$ cat config.mk
export PLATFORM = sky130hd
export DESIGN_NAME = json_key_string_extractor
export DESIGN_NICKNAME = d
export VERILOG_FILES = /design/src/rtl/jkse_pkg.sv /design/src/rtl/jkse_cell.sv /design/src/rtl/jkse_outq.sv /design/src/rtl/json_key_string_extractor.sv
export SDC_FILE = /design/constraint.sdc
export NUM_CORES = 1
export LEC_CHECK = 0
export BUFFER_PORTS_ARGS = -buffer_cell sky130_fd_sc_hd__buf_2
export CORE_UTILIZATION = 55
export DETAILED_ROUTE_END_ITERATION = 8
export GPL_TIMING_DRIVEN = 0
export PLACE_DENSITY = 0.85
export SYNTH_ARGS = -nofsm -noshare
export SYNTH_HDL_FRONTEND = slang
export SYNTH_SLANG_ARGS = --single-unit
$ cat constraint.sdc
create_clock -name i_clk -period 7.33 [get_ports i_clk]
set_clock_uncertainty 0.1 [all_clocks]
set_input_delay 0 -clock i_clk [delete_from_list [all_inputs] [get_ports i_clk]]
set_output_delay 0 -clock i_clk [all_outputs]
set_load 0.02 [all_outputs]
$ cat src/rtl/jkse_pkg.sv
package jkse_pkg;

    // text characters the matcher and decoder look for
    localparam logic [7:0] CH_QUOTE  = 8'h22;
    localparam logic [7:0] CH_COLON  = 8'h3A;
    localparam logic [7:0] CH_BSLASH = 8'h5C;
    localparam logic [7:0] CH_LC_B   = 8'h62;
    localparam logic [7:0] CH_LC_F   = 8'h66;
    localparam logic [7:0] CH_LC_N   = 8'h6E;
    localparam logic [7:0] CH_LC_R   = 8'h72;
    localparam logic [7:0] CH_LC_T   = 8'h74;

    // configuration register indexes
    localparam logic CFG_KEY_BYTES  = 1'b0;
    localparam logic CFG_KEY_LENGTH = 1'b1;

    // result kinds
    typedef enum logic [1:0] {
        KIND_CHAR    = 2'd0,
        KIND_FOUND   = 2'd1,
        KIND_MISSING = 2'd2
    } t_kind;

    // one result item
    typedef struct packed {
        logic [7:0] value_byte;
        t_kind      result_kind;
        logic       final_res;
    } t_result;

    // window control from the top level to every cell
    typedef struct packed {
        logic shift;
        logic clear;
    } t_win_ctl;

endpackage

$ cat src/rtl/jkse_cell.sv
module jkse_cell #(
    parameter int IDX = 0
) (
    input  logic               i_clk,
    input  logic               i_rst_n,
    input  jkse_pkg::t_win_ctl i_ctl,
    input  logic [7:0]         i_din,
    input  logic [3:0]         i_klen,
    input  logic [63:0]        i_key_bytes,
    output logic [7:0]         o_byte,
    output logic               o_ok
);

    localparam logic [4:0] IDX_V = 5'(IDX);

    logic [7:0] r_byte;
    logic [7:0] w_expect;
    logic [4:0] w_len;
    logic [4:0] w_kidx;

    // pattern byte this position must hold, newest byte at position zero
    assign w_len  = {1'b0, i_klen} + 5'd4;
    assign w_kidx = {1'b0, i_klen} + 5'd2 - IDX_V;

    always_comb begin
        if (IDX_V == 5'd0 || IDX_V == 5'd2) begin
            w_expect = jkse_pkg::CH_QUOTE;
        end else if (IDX_V == 5'd1) begin
            w_expect = jkse_pkg::CH_COLON;
        end else if (IDX_V <= {1'b0, i_klen} + 5'd2) begin
            w_expect = i_key_bytes[{w_kidx[2:0], 3'b000} +: 8];
        end else begin
            w_expect = jkse_pkg::CH_QUOTE;
        end
    end

    // compare the byte that enters this cell, positions past the pattern always agree
    assign o_ok = (IDX_V >= w_len) || (i_din == w_expect);

    // window byte
    always_ff @(posedge i_clk) begin
        if (!i_rst_n || i_ctl.clear) begin
            r_byte <= 8'h00;
        end else if (i_ctl.shift) begin
            r_byte <= i_din;
        end
    end

    assign o_byte = r_byte;

endmodule

$ cat src/rtl/jkse_outq.sv
module jkse_outq (
    input  logic              i_clk,
    input  logic              i_rst_n,
    input  logic [1:0]        i_push_cnt,
    input  jkse_pkg::t_result i_push0,
    input  jkse_pkg::t_result i_push1,
    output logic              o_room,
    output logic              o_valid,
    input  logic              i_ready,
    output jkse_pkg::t_result o_head
);

    jkse_pkg::t_result r_q [3];
    jkse_pkg::t_result n_q [3];
    logic [1:0]        r_cnt;
    logic [1:0]        n_cnt;
    logic              w_pop;
    logic [1:0]        w_base;

    assign w_pop  = (r_cnt != 2'd0) && i_ready;
    assign w_base = r_cnt - {1'b0, w_pop};

    // shift out the head, then append up to two new items
    always_comb begin
        n_q[0] = w_pop ? r_q[1] : r_q[0];
        n_q[1] = w_pop ? r_q[2] : r_q[1];
        n_q[2] = r_q[2];
        for (int i = 0; i < 3; i++) begin
            if (i_push_cnt != 2'd0 && w_base == 2'(i)) begin
                n_q[i] = i_push0;
            end
            if (i_push_cnt == 2'd2 && w_base + 2'd1 == 2'(i)) begin
                n_q[i] = i_push1;
            end
        end
        n_cnt = w_base + i_push_cnt;
    end

    // queue storage and fill count
    always_ff @(posedge i_clk) begin
        if (!i_rst_n) begin
            r_cnt <= 2'd0;
        end else begin
            r_cnt <= n_cnt;
        end
        r_q <= n_q;
    end

    assign o_room  = (r_cnt <= 2'd1);
    assign o_valid = (r_cnt != 2'd0);
    assign o_head  = r_q[0];

endmodule

$ cat src/rtl/json_key_string_extractor.sv
// Finds the first  "key":"  in a JSON text streamed one byte per item and
// emits the string value that follows, escapes decoded (\b \f \n \r \t to
// control codes, any other escaped byte as is), then a found item; reaching
// the end of text first gives a not-found item, and the characters already
// sent are to be discarded. Bytes after a found item are dropped. Every text
// starts fresh after its tlast byte; key registers are kept. The key (up to
// MAX_KEY_CHARS characters) is matched by a row of MAX_KEY_CHARS+4 window
// cells, one byte each, all compared in the cycle a byte enters. One text
// byte is taken per clock. A byte yields at most two result items (only a
// final byte that carries a value character), held in a three-entry output
// queue; result items are registered in that queue before they are offered.
// s_axis_tready is high while that queue holds at most one item, so the input
// runs at one byte per clock as long as results are drained one per clock,
// apart from a stall after a final byte that yields two items.
// Configuration writes are always ready and belong between texts.
module json_key_string_extractor #(
    parameter int MAX_KEY_CHARS = 8
) (
    input  logic        i_clk,
    input  logic        i_rst_n,
    // config write
    input  logic        i_cfg_valid,
    output logic        o_cfg_ready,
    input  logic        i_cfg_index,
    input  logic [63:0] i_cfg_data,
    // text in
    input  logic        s_axis_tvalid,
    output logic        s_axis_tready,
    input  logic [7:0]  s_axis_tdata,   // [7:0] text_byte
    input  logic        s_axis_tlast,   // end_of_text
    // results out
    output logic        m_axis_tvalid,
    input  logic        m_axis_tready,
    output logic [7:0]  m_axis_tdata,   // [7:0] value_byte
    output logic [1:0]  m_axis_tuser,   // [1:0] result_kind
    output logic        m_axis_tlast    // final_res
);

    localparam int         WIN_DEPTH = MAX_KEY_CHARS + 4;
    localparam logic [3:0] MAX_K     = 4'(MAX_KEY_CHARS);

    typedef enum logic [1:0] {
        PH_SEARCH = 2'd0,
        PH_VALUE  = 2'd1,
        PH_ESCAPE = 2'd2,
        PH_DONE   = 2'd3
    } t_phase;

    t_phase      r_phase;
    t_phase      n_phase;
    logic [63:0] r_key_bytes;
    logic [3:0]  r_key_length;
    logic [3:0]  w_klen;

    logic               w_fire;
    logic               w_match;
    jkse_pkg::t_win_ctl w_ctl;
    logic [7:0]         w_win [WIN_DEPTH];
    logic [WIN_DEPTH-1:0] w_ok;

    logic [1:0]        w_push_cnt;
    jkse_pkg::t_result w_push0;
    jkse_pkg::t_result w_push1;
    jkse_pkg::t_result w_head;
    logic              w_room;

    function automatic logic [7:0] decode_escape(input logic [7:0] e);
        logic [7:0] d;
        case (e)
            jkse_pkg::CH_LC_B: d = 8'h08;
            jkse_pkg::CH_LC_F: d = 8'h0C;
            jkse_pkg::CH_LC_N: d = 8'h0A;
            jkse_pkg::CH_LC_R: d = 8'h0D;
            jkse_pkg::CH_LC_T: d = 8'h09;
            default:           d = e;
        endcase
        return d;
    endfunction

    // config registers
    assign o_cfg_ready = 1'b1;

    always_ff @(posedge i_clk) begin
        if (!i_rst_n) begin
            r_key_bytes  <= 64'd0;
            r_key_length <= 4'd0;
        end else if (i_cfg_valid) begin
            case (i_cfg_index)
                jkse_pkg::CFG_KEY_BYTES:  r_key_bytes  <= i_cfg_data;
                jkse_pkg::CFG_KEY_LENGTH: r_key_length <= i_cfg_data[3:0];
                default: ;
            endcase
        end
    end

    assign w_klen = (r_key_length > MAX_K) ? MAX_K : r_key_length;

    // window row
    assign w_fire    = s_axis_tvalid && s_axis_tready;
    assign w_ctl.shift = w_fire && (r_phase == PH_SEARCH);
    assign w_ctl.clear = w_fire && s_axis_tlast;

    for (genvar j = 0; j < WIN_DEPTH; j++) begin : g_cell
        logic [7:0] w_din;
        if (j == 0) begin : g_first
            assign w_din = s_axis_tdata;
        end else begin : g_next
            assign w_din = w_win[j-1];
        end
        jkse_cell #(
            .IDX (j)
        ) u_cell (
            .i_clk       (i_clk),
            .i_rst_n     (i_rst_n),
            .i_ctl       (w_ctl),
            .i_din       (w_din),
            .i_klen      (w_klen),
            .i_key_bytes (r_key_bytes),
            .o_byte      (w_win[j]),
            .o_ok        (w_ok[j])
        );
    end

    assign w_match = &w_ok;

    // phase step and result items for the accepted byte
    always_comb begin
        jkse_pkg::t_result w_main;
        logic              w_has_main;
        w_main     = '{value_byte: 8'h00, result_kind: jkse_pkg::KIND_CHAR, final_res: 1'b0};
        w_has_main = 1'b0;
        n_phase    = r_phase;
        case (r_phase)
            PH_SEARCH: begin
                if (w_match) begin
                    n_phase = PH_VALUE;
                end
            end
            PH_VALUE: begin
                if (s_axis_tdata == jkse_pkg::CH_QUOTE) begin
                    w_main = '{value_byte: 8'h00, result_kind: jkse_pkg::KIND_FOUND,
                               final_res: 1'b1};
                    w_has_main = 1'b1;
                    n_phase    = PH_DONE;
                end else if (s_axis_tdata == jkse_pkg::CH_BSLASH && !s_axis_tlast) begin
                    n_phase = PH_ESCAPE;
                end else begin
                    w_main.value_byte = s_axis_tdata;
                    w_has_main        = 1'b1;
                end
            end
            PH_ESCAPE: begin
                w_main.value_byte = decode_escape(s_axis_tdata);
                w_has_main        = 1'b1;
                n_phase           = PH_VALUE;
            end
            default: ;
        endcase

        // end of text: not-found item unless already found, then start over
        w_push0 = w_main;
        w_push1 = '{value_byte: 8'h00, result_kind: jkse_pkg::KIND_MISSING, final_res: 1'b1};
        w_push_cnt = {1'b0, w_has_main};
        if (s_axis_tlast) begin
            if (n_phase != PH_DONE) begin
                if (w_has_main) begin
                    w_push_cnt = 2'd2;
                end else begin
                    w_push0    = w_push1;
                    w_push_cnt = 2'd1;
                end
            end
            n_phase = PH_SEARCH;
        end
        if (!w_fire) begin
            w_push_cnt = 2'd0;
            n_phase    = r_phase;
        end
    end

    always_ff @(posedge i_clk) begin
        if (!i_rst_n) begin
            r_phase <= PH_SEARCH;
        end else begin
            r_phase <= n_phase;
        end
    end

    // output queue
    jkse_outq u_outq (
        .i_clk      (i_clk),
        .i_rst_n    (i_rst_n),
        .i_push_cnt (w_push_cnt),
        .i_push0    (w_push0),
        .i_push1    (w_push1),
        .o_room     (w_room),
        .o_valid    (m_axis_tvalid),
        .i_ready    (m_axis_tready),
        .o_head     (w_head)
    );

    assign s_axis_tready = w_room;
    assign m_axis_tdata  = w_head.value_byte;
    assign m_axis_tuser  = w_head.result_kind;
    assign m_axis_tlast  = w_head.final_res;

endmodule

==> results of run 1 <==
==> cell type report <==
type                            count  share of cell area, %
Inverter                           50                   1.23
Multi-Input combinational cell   1268                   54.3
Clock buffer                       19                   2.90
Tap cell                          313                   2.56
Timing Repair Buffer              172                   8.37
Sequential cell                   193                   25.3
Clock inverter                     12                  0.778
Buffer                            130                   4.52
==> per-layer routing <==
| metal | wire [um] | vias to the layer above | GRT usage, % |
|---|---|---|---|
| met4 | 3120 | 0 | 24.3 |
| li1 | - | 6324 | - |
| met5 | 0 | - | 0 |
| met1 | 21000 | 6684 | 56.9 |
| met2 | 23000 | 913 | 67.6 |
| met3 | 6280 | 196 | 11.4 |
==> flip-flops by register name, indices dropped and copies added, names as in the netlist <==
signal                flops
u_outq.r_cnt              2
g_cell.u_cell.o_byte     88
r_key_bytes              64
r_phase                   2
r_key_length              4
u_outq.r_q               22
u_outq.o_head            11
==> cell usage after synthesis, drive strengths merged (13+ instances only) <==
cell type and number:
nand4 15, ha 17, xnor2 28, a21boi 87
nand2b 18, buf 61, mux2i 53, nand3b 18
inv 47, mux2 15, nand2 369, nor2 68
nor4 14, a21oi 148, clkbuf 70, o22ai 13
o21ai 50, a211oi 23, o2111ai 18, nand3 18
dfxtp 193, and3 13, nor3 26, and3b 23
mux4 24
==> where the power goes <==
part	internal (mW)	total, mW	switching (mW)	leakage (nW)
sequential	1.14	1.23	0.0882	1.57
clock	0.459	0.942	0.483	0.274
combinational	0.402	1.05	0.648	3.70
total	2.00	3.22	1.22	5.55
==> worst min-delay path, delay by kind of cell <==
kind | cells | cell delay [ns]
buffers and inverters | 2 | 0.65
AO/OA/AOI/OAI | 1 | 0.06
AND/OR/NAND/NOR | 1 | 0.04
==> cells by family after synthesis <==
family,count (synthesis)
buf+inv,181
compound gates,471
other cells,1
mux,92
fa+ha+maj,17
xor+xnor,40
simple gates,647
flops,193
==> worst max-delay path by stage <==
stage / start / end / slack (ns)
after floorplan: r_key_length[0] / u_outq.r_q[1] / 1.87
after global placement: r_key_length[3] / u_outq.r_q[1] / -0.24
after detailed placement: r_key_length[3] / u_outq.r_q[1] / -0.27
after CTS: r_key_length[3] / u_outq.r_q[1] / 0.01
after global routing: r_key_length[3] / u_outq.r_q[17] / 0.01
final: r_key_length[1] / u_outq.r_q[11] / 0.17
==> repair_timing <==
item	CTS	global route
endpoints found under the setup margin	22	34
hold buffers	83	0
endpoints found under the hold margin	96	0
gates cloned	0	0
gates resized for setup	3	11
pin swaps	0	1
buffers inserted	0	1
==> through the flow <==
stage | setup slack [ns] | setup TNS [ns]
5_1_grt | 0.0104 | 0
4_1_cts | 0.0120 | 0
2_1_floorplan | 1.87 | 0
6_report | 0.173 | 0
3_5_place_dp | -0.275 | -2.37
3_3_place_gp | -0.243 | -2.06
==> results.json, run 1 <==
{
  "synth_top_family_by_area": "compound AO/OA/AOI/OAI gates",
  "timing.rr.start": "r_key_length[1]",
  "seq_area_frac_synth_pct": 29.7,
  "rsz0062_at_grt": "false",
  "async_flop_share_pct": 0,
  "io_buffer_count": 88,
  "clockBufferDepth": 2,
  "post-route-util_pct": 66.6,
  "yosysTopAreaCell": "dfxtp_1",
  "ys_types": 94,
  "crit_path_max_incr_delay_ns": 0.50,
  "drt_wl_total_mm": 53.4,
  "cellPowerDensity_mw_per_mm2": 211,
  "die_x_um": 156,
  "layout-drive-gt1-share_pct": 13.9,
  "cts_sinks": 193,
  "status": "completed",
  "grt_start_max_net_pins": 19,
  "diodes": 0,
  "viasPerCell": 6.54,
  "pin_count": 93,
  "numCtsBuffers": 17,
  "final-seq-area_mm2": 0.00386,
  "finalPower_mw": 3.22,
  "stdcell_area_mm2": 0.0153,
  "antenna_left": 0,
  "cellLeakagePower_nw": 5.55,
  "crit_buf_inv": 6,
  "peakVddDrop_mv": 0.260,
  "path_common_cell": "buf_2",
  "dieHeight_um": 156,
  "crit_family": "compound AO/OA/AOI/OAI gates",
  "path_max_fanout": 14,
  "antenna_found_initial": 0,
  "path_class": "reg -> reg",
  "synth.area.top_cells": "dfxtp_1 30%, nand2_1 11%, a21oi_1 5.7%",
  "muxShareOfSynthArea_pct": 9.57,
  "timing.final.hold_violations": 0,
  "synthXorXnorAreaFrac_pct": 2.70,
  "avgSynthCellArea_um2": 7.91,
  "placed_cell_area_mm2": 0.0138,
  "core_area_mm2": 0.0229,
  "firstDrtPassIters": 6,
  "fillers": 1881,
  "syn2layout_area_growth_pct": 17.5,
  "dieArea_mm2": 0.0242,
  "clk_pin_slew_ns": 0.08,
  "grt_use_total_pct": 44.2,
  "post-route-min-period_ns": 7.16,
  "cts_htree_levels": 4,
  "synth_top_area_share_pct": 29.7,
  "gr-total-overflow": 0,
  "yosys_warnings": 0,
  "cts-root-buf": "clkbuf_16",
  "hold_depth": 4,
  "worstHoldEndpoint": "r_key_bytes[55]",
  "grt_pass1_vias": 13300,
  "relSlewSlack_pct": 36.9,
  "grt_pass1_wl_mm": 79.7,
  "syn_inst": 1642,
  "drc_errors": 0,
  "worstHoldStart": "i_cfg_data[55]",
  "hold-worst-slack_ns": 0.253,
  "drv_cap": 0,
  "hold_class": "in -> reg",
  "startpoint_type": "flip-flop",
  "gp_congestion": 1.04,
  "worstReg2RegEnd": "u_outq.r_q[11]",
  "layout.nets": 1928,
  "start_util_pct": 56.7,
  "rows": 55,
  "synth-edff-count": 0,
  "stdcell_count": 2157,
  "final_cell_mix": "367 x nand2_1, 192 x dfxtp_1, 147 x a21oi_1",
  "ys.flop_type": "dfxtp_1",
  "multi_input_area_mm2": 0.00830,
  "detail_route.wl_per_cell_um": 24.7,
  "critPathSlowestCell": "dfxtp_2",
  "max_freq_mhz": 140,
  "tightest_slew_ns": 0.940,
  "yosys.area_share.simple_pct": 24.2,
  "worstSetupPathDepth": 24,
  "r2r_cells": 24,
  "synth_compound_area_share_pct": 25.4,
  "rrSetupSlack_ns": 0.17,
  "syn-num-nets": 1738,
  "mostFrequentLayoutCell": "nand2_1",
  "num_vias": 14100,
  "dp_hpwl_mm": 38.7,
  "fin_crit_sh_pct": 97.6,
  "slew_violations": 0,
  "cp_cell_sequence": "nand2b_1 -> inv_1 -> buf_2 -> buf_2 -> ha_1 -> buf_2 -> nand2b_1 -> o22ai_4 -> buf_2 -> o2111ai_1 -> and3_1 -> nor4_1 -> a41oi_1 -> o41ai_4 -> buf_4 -> o21ai_1 -> a21oi_4 -> nand2_4 -> ha_1 -> nor3b_1 -> or3_1 -> nor3_1 -> o21ai_0 -> a311o_1",
  "cts_tree": "yes",
  "critPathArrivalTime_ns": 7.39,
  "clk_latency_ns": 0.44,
  "synth-adder-area-share_pct": 1.64,
  "syn-cell-area_mm2": 0.0130,
  "setup_viol": 0,
  "yosys_register_bits": 193,
  "drt-initial-drc-count": 1789,
  "worstPathRequired_ns": 7.56,
  "placed_cells": 2043,
  "cp-end-kind": "flip-flop"
}
No activity file was read; power rests on OpenSTA's default activity.
==> run 2, diff against run 1 <==
--- a/config.mk
+++ b/config.mk
@@ -9,6 +9,7 @@
 export CORE_UTILIZATION = 55
 export DETAILED_ROUTE_END_ITERATION = 8
 export GPL_TIMING_DRIVEN = 0
+export MAX_ROUTING_LAYER = met4
 export PLACE_DENSITY = 0.85
 export SYNTH_ARGS = -nofsm -noshare
 export SYNTH_HDL_FRONTEND = slang
==> run 2 against run 1 <==
  * Core utilization is 0.15 points lower
  * First-iteration DRC count is 4.3% higher
  * Die area stayed put
  * Non-clock buffer count is 4 lower
  * Largest power group unchanged
==> results.json, run 2 (same netlist as run 1, synthesis figures left out) <==
{
  "status": "completed",
  "post-route-min-period_ns": 7.19,
  "drt-initial-drc-count": 1866,
  "placed_cells": 2043,
  "die_x_um": 156,
  "post-place-ws_ns": -0.0295,
  "mostFrequentLayoutCell": "nand2_1",
  "largest_reg_flops": 88,
  "rsz0062_at_grt": "false",
  "startpoint_type": "flip-flop",
  "r2r_cells": 24,
  "drc_errors": 0,
  "slew_violations": 0,
  "worstReg2RegEnd": "u_outq.o_head[2]",
  "hold_class": "in -> reg",
  "setup_viol": 0,
  "viasPerCell": 6.60,
  "timing.rr.start": "r_key_length[1]",
  "cellLeakagePower_nw": 5.54,
  "critPathSlowestCell": "o32ai_1",
  "peakVddDrop_mv": 0.256,
  "cellPowerDensity_mw_per_mm2": 211,
  "comb_power_share_pct": 32.4,
  "core_area_mm2": 0.0229,
  "layout.nets": 1924,
  "rrSetupSlack_ns": 0.14,
  "relSlewSlack_pct": 36.0,
  "tightest_slew_ns": 0.954,
  "gr-total-overflow": 0,
  "crit_family": "compound AO/OA/AOI/OAI gates",
  "worstHoldStart": "i_rst_n",
  "p_int_mw": 2.00,
  "timing.final.hold_violations": 0,
  "clk_pin_slew_ns": 0.09,
  "drt_wl_total_mm": 53.7,
  "rows": 55,
  "grt_pass1_wl_mm": 79.8,
  "clk_latency_ns": 0.45,
  "pin_count": 93,
  "switching_power_mw": 1.22,
  "dieHeight_um": 156,
  "numCtsBuffers": 17,
  "antenna_found_initial": 1,
  "grt_use_total_pct": 45.6,
  "cts_sinks": 193,
  "cp-end-kind": "flip-flop",
  "worstPathRequired_ns": 7.56,
  "cts_htree_levels": 4,
  "drv_cap": 0,
  "detail_route.wl_per_cell_um": 24.9,
  "critPathArrivalTime_ns": 7.42,
  "path_class": "reg -> reg",
  "swShare_pct": 37.9,
  "start_util_pct": 56.7,
  "cts-root-buf": "clkbuf_16",
  "path_max_fanout": 14,
  "setup_slack_ns": 0.143,
  "max_freq_mhz": 139,
  "clockBufferDepth": 2,
  "antenna_left": 0,
  "cp_cell_sequence": "nand2b_1 -> inv_1 -> buf_2 -> buf_2 -> ha_1 -> buf_2 -> nand2b_1 -> o22ai_4 -> buf_2 -> nand2_1 -> o32ai_1 -> xnor2_1 -> a41oi_1 -> nor4b_1 -> o2111ai_2 -> a21oi_4 -> nand2_4 -> ha_1 -> nor3b_1 -> nor3_1 -> nand3_1 -> clkbuf_1 -> a21oi_1 -> o21bai_1",
  "dp_hpwl_mm": 39.5,
  "syn2layout_area_growth_pct": 17.3,
  "worstHoldEndpoint": "r_key_bytes[1]",
  "final_cell_mix": "367 x nand2_1, 192 x dfxtp_1, 147 x a21oi_1",
  "fin_crit_sh_pct": 98.1,
  "dieArea_mm2": 0.0242,
  "hold_depth": 3,
  "layout-drive-gt1-share_pct": 13.7,
  "crit_path_max_incr_delay_ns": 0.63,
  "stdcell_count": 2154,
  "cts_tree": "yes",
  "crit_buf_inv": 6,
  "pwr-share-clk_pct": 29.4,
  "p_seq_share_pct": 38.2,
  "num_vias": 14200,
  "path_common_cell": "buf_2",
  "grt_pass1_vias": 13100,
  "io_buffer_count": 88,
  "firstDrtPassIters": 6,
  "grt_start_max_net_pins": 20,
  "diodes": 0,
  "gp_congestion": 1.09
}
## run 2: repair_timing
action,CTS,global route
hold buffers,81,0
gates resized for setup,5,4
cloned,0,0
buffers inserted,0,0
hold endpoints to repair,96,0
endpoints found under the setup margin,2,34
## run 2: layout make-up
cell class                 count  area (um^2)
tap                          313          392
clock buffer                  19          433
fill                        1891         7680
inverter                      50          188
multi-input combinational   1268         8280
sequential                   193         3860
buffer                       129          684
clock inverter                13          140
timing repair buffer         169         1250
## run 2: worst reg2reg max path, delay by kind of cell, from the launching register on
family	cells	cell delay (ns)
AOI/OAI and AO/OA	7	2.15
and+or+nand+nor	8	1.78
buffers and inverters	6	1.77
adders and majority gates	2	0.56
DFF	1	0.54
xor gates and xnor gates	1	0.19
## run 2: how the worst max path moves through the flow
stage          slack [ns]  depth (start not counted)       startpoint                to
2_1_floorplan        1.87                         25  r_key_length[0]     u_outq.r_q[1]
3_3_place_gp         0.07                         24  r_key_length[1]     u_outq.r_q[1]
3_5_place_dp        -0.03                         22  r_key_length[3]     u_outq.r_q[1]
4_1_cts              0.03                         20  r_key_length[1]    u_outq.r_q[11]
5_1_grt              0.01                         24  r_key_length[1]     u_outq.r_q[1]
6_report             0.14                         24  r_key_length[1]  u_outq.o_head[2]
## run 2: power by group through the flow
stage | Combinational (mW) | Clock [mW] | Sequential (mW)
final | 1.04 | 0.948 | 1.23
after global routing | 1.11 | 0.986 | 1.23
after CTS | 1.00 | 0.946 | 1.22
after detailed placement | 0.965 | 0 | 1.24
after global placement | 0.945 | 0 | 1.24
after floorplan | 0.699 | 0 | 1.21
## run 2: per-layer routing
metal / track usage, % / part of all wire (%) / up-vias
met5: - / 0 / -
met4: 23.3 / 5.5 / 0
met3: 10.8 / 12 / 174
met2: 66.5 / 42 / 904
met1: 58.8 / 40 / 6835
li1: - / - / 6304
## run 2: stage by stage
stage / total power [mW] / cell area, um^2 / setup TNS (ns) / util [%] / hold slack [ns]
3_3_place_gp: 2.19 / 13800 / 0 / 60.3 / 0.150
4_1_cts: 3.17 / 15200 / 0 / 66.5 / 0.200
3_5_place_dp: 2.21 / 13800 / -0.0295 / 60.3 / 0.159
6_report: 3.22 / 15200 / 0 / 66.5 / 0.239
5_1_grt: 3.33 / 15200 / 0 / 66.5 / 0.261
2_1_floorplan: 1.91 / 13000 / 0 / - / 0.0360
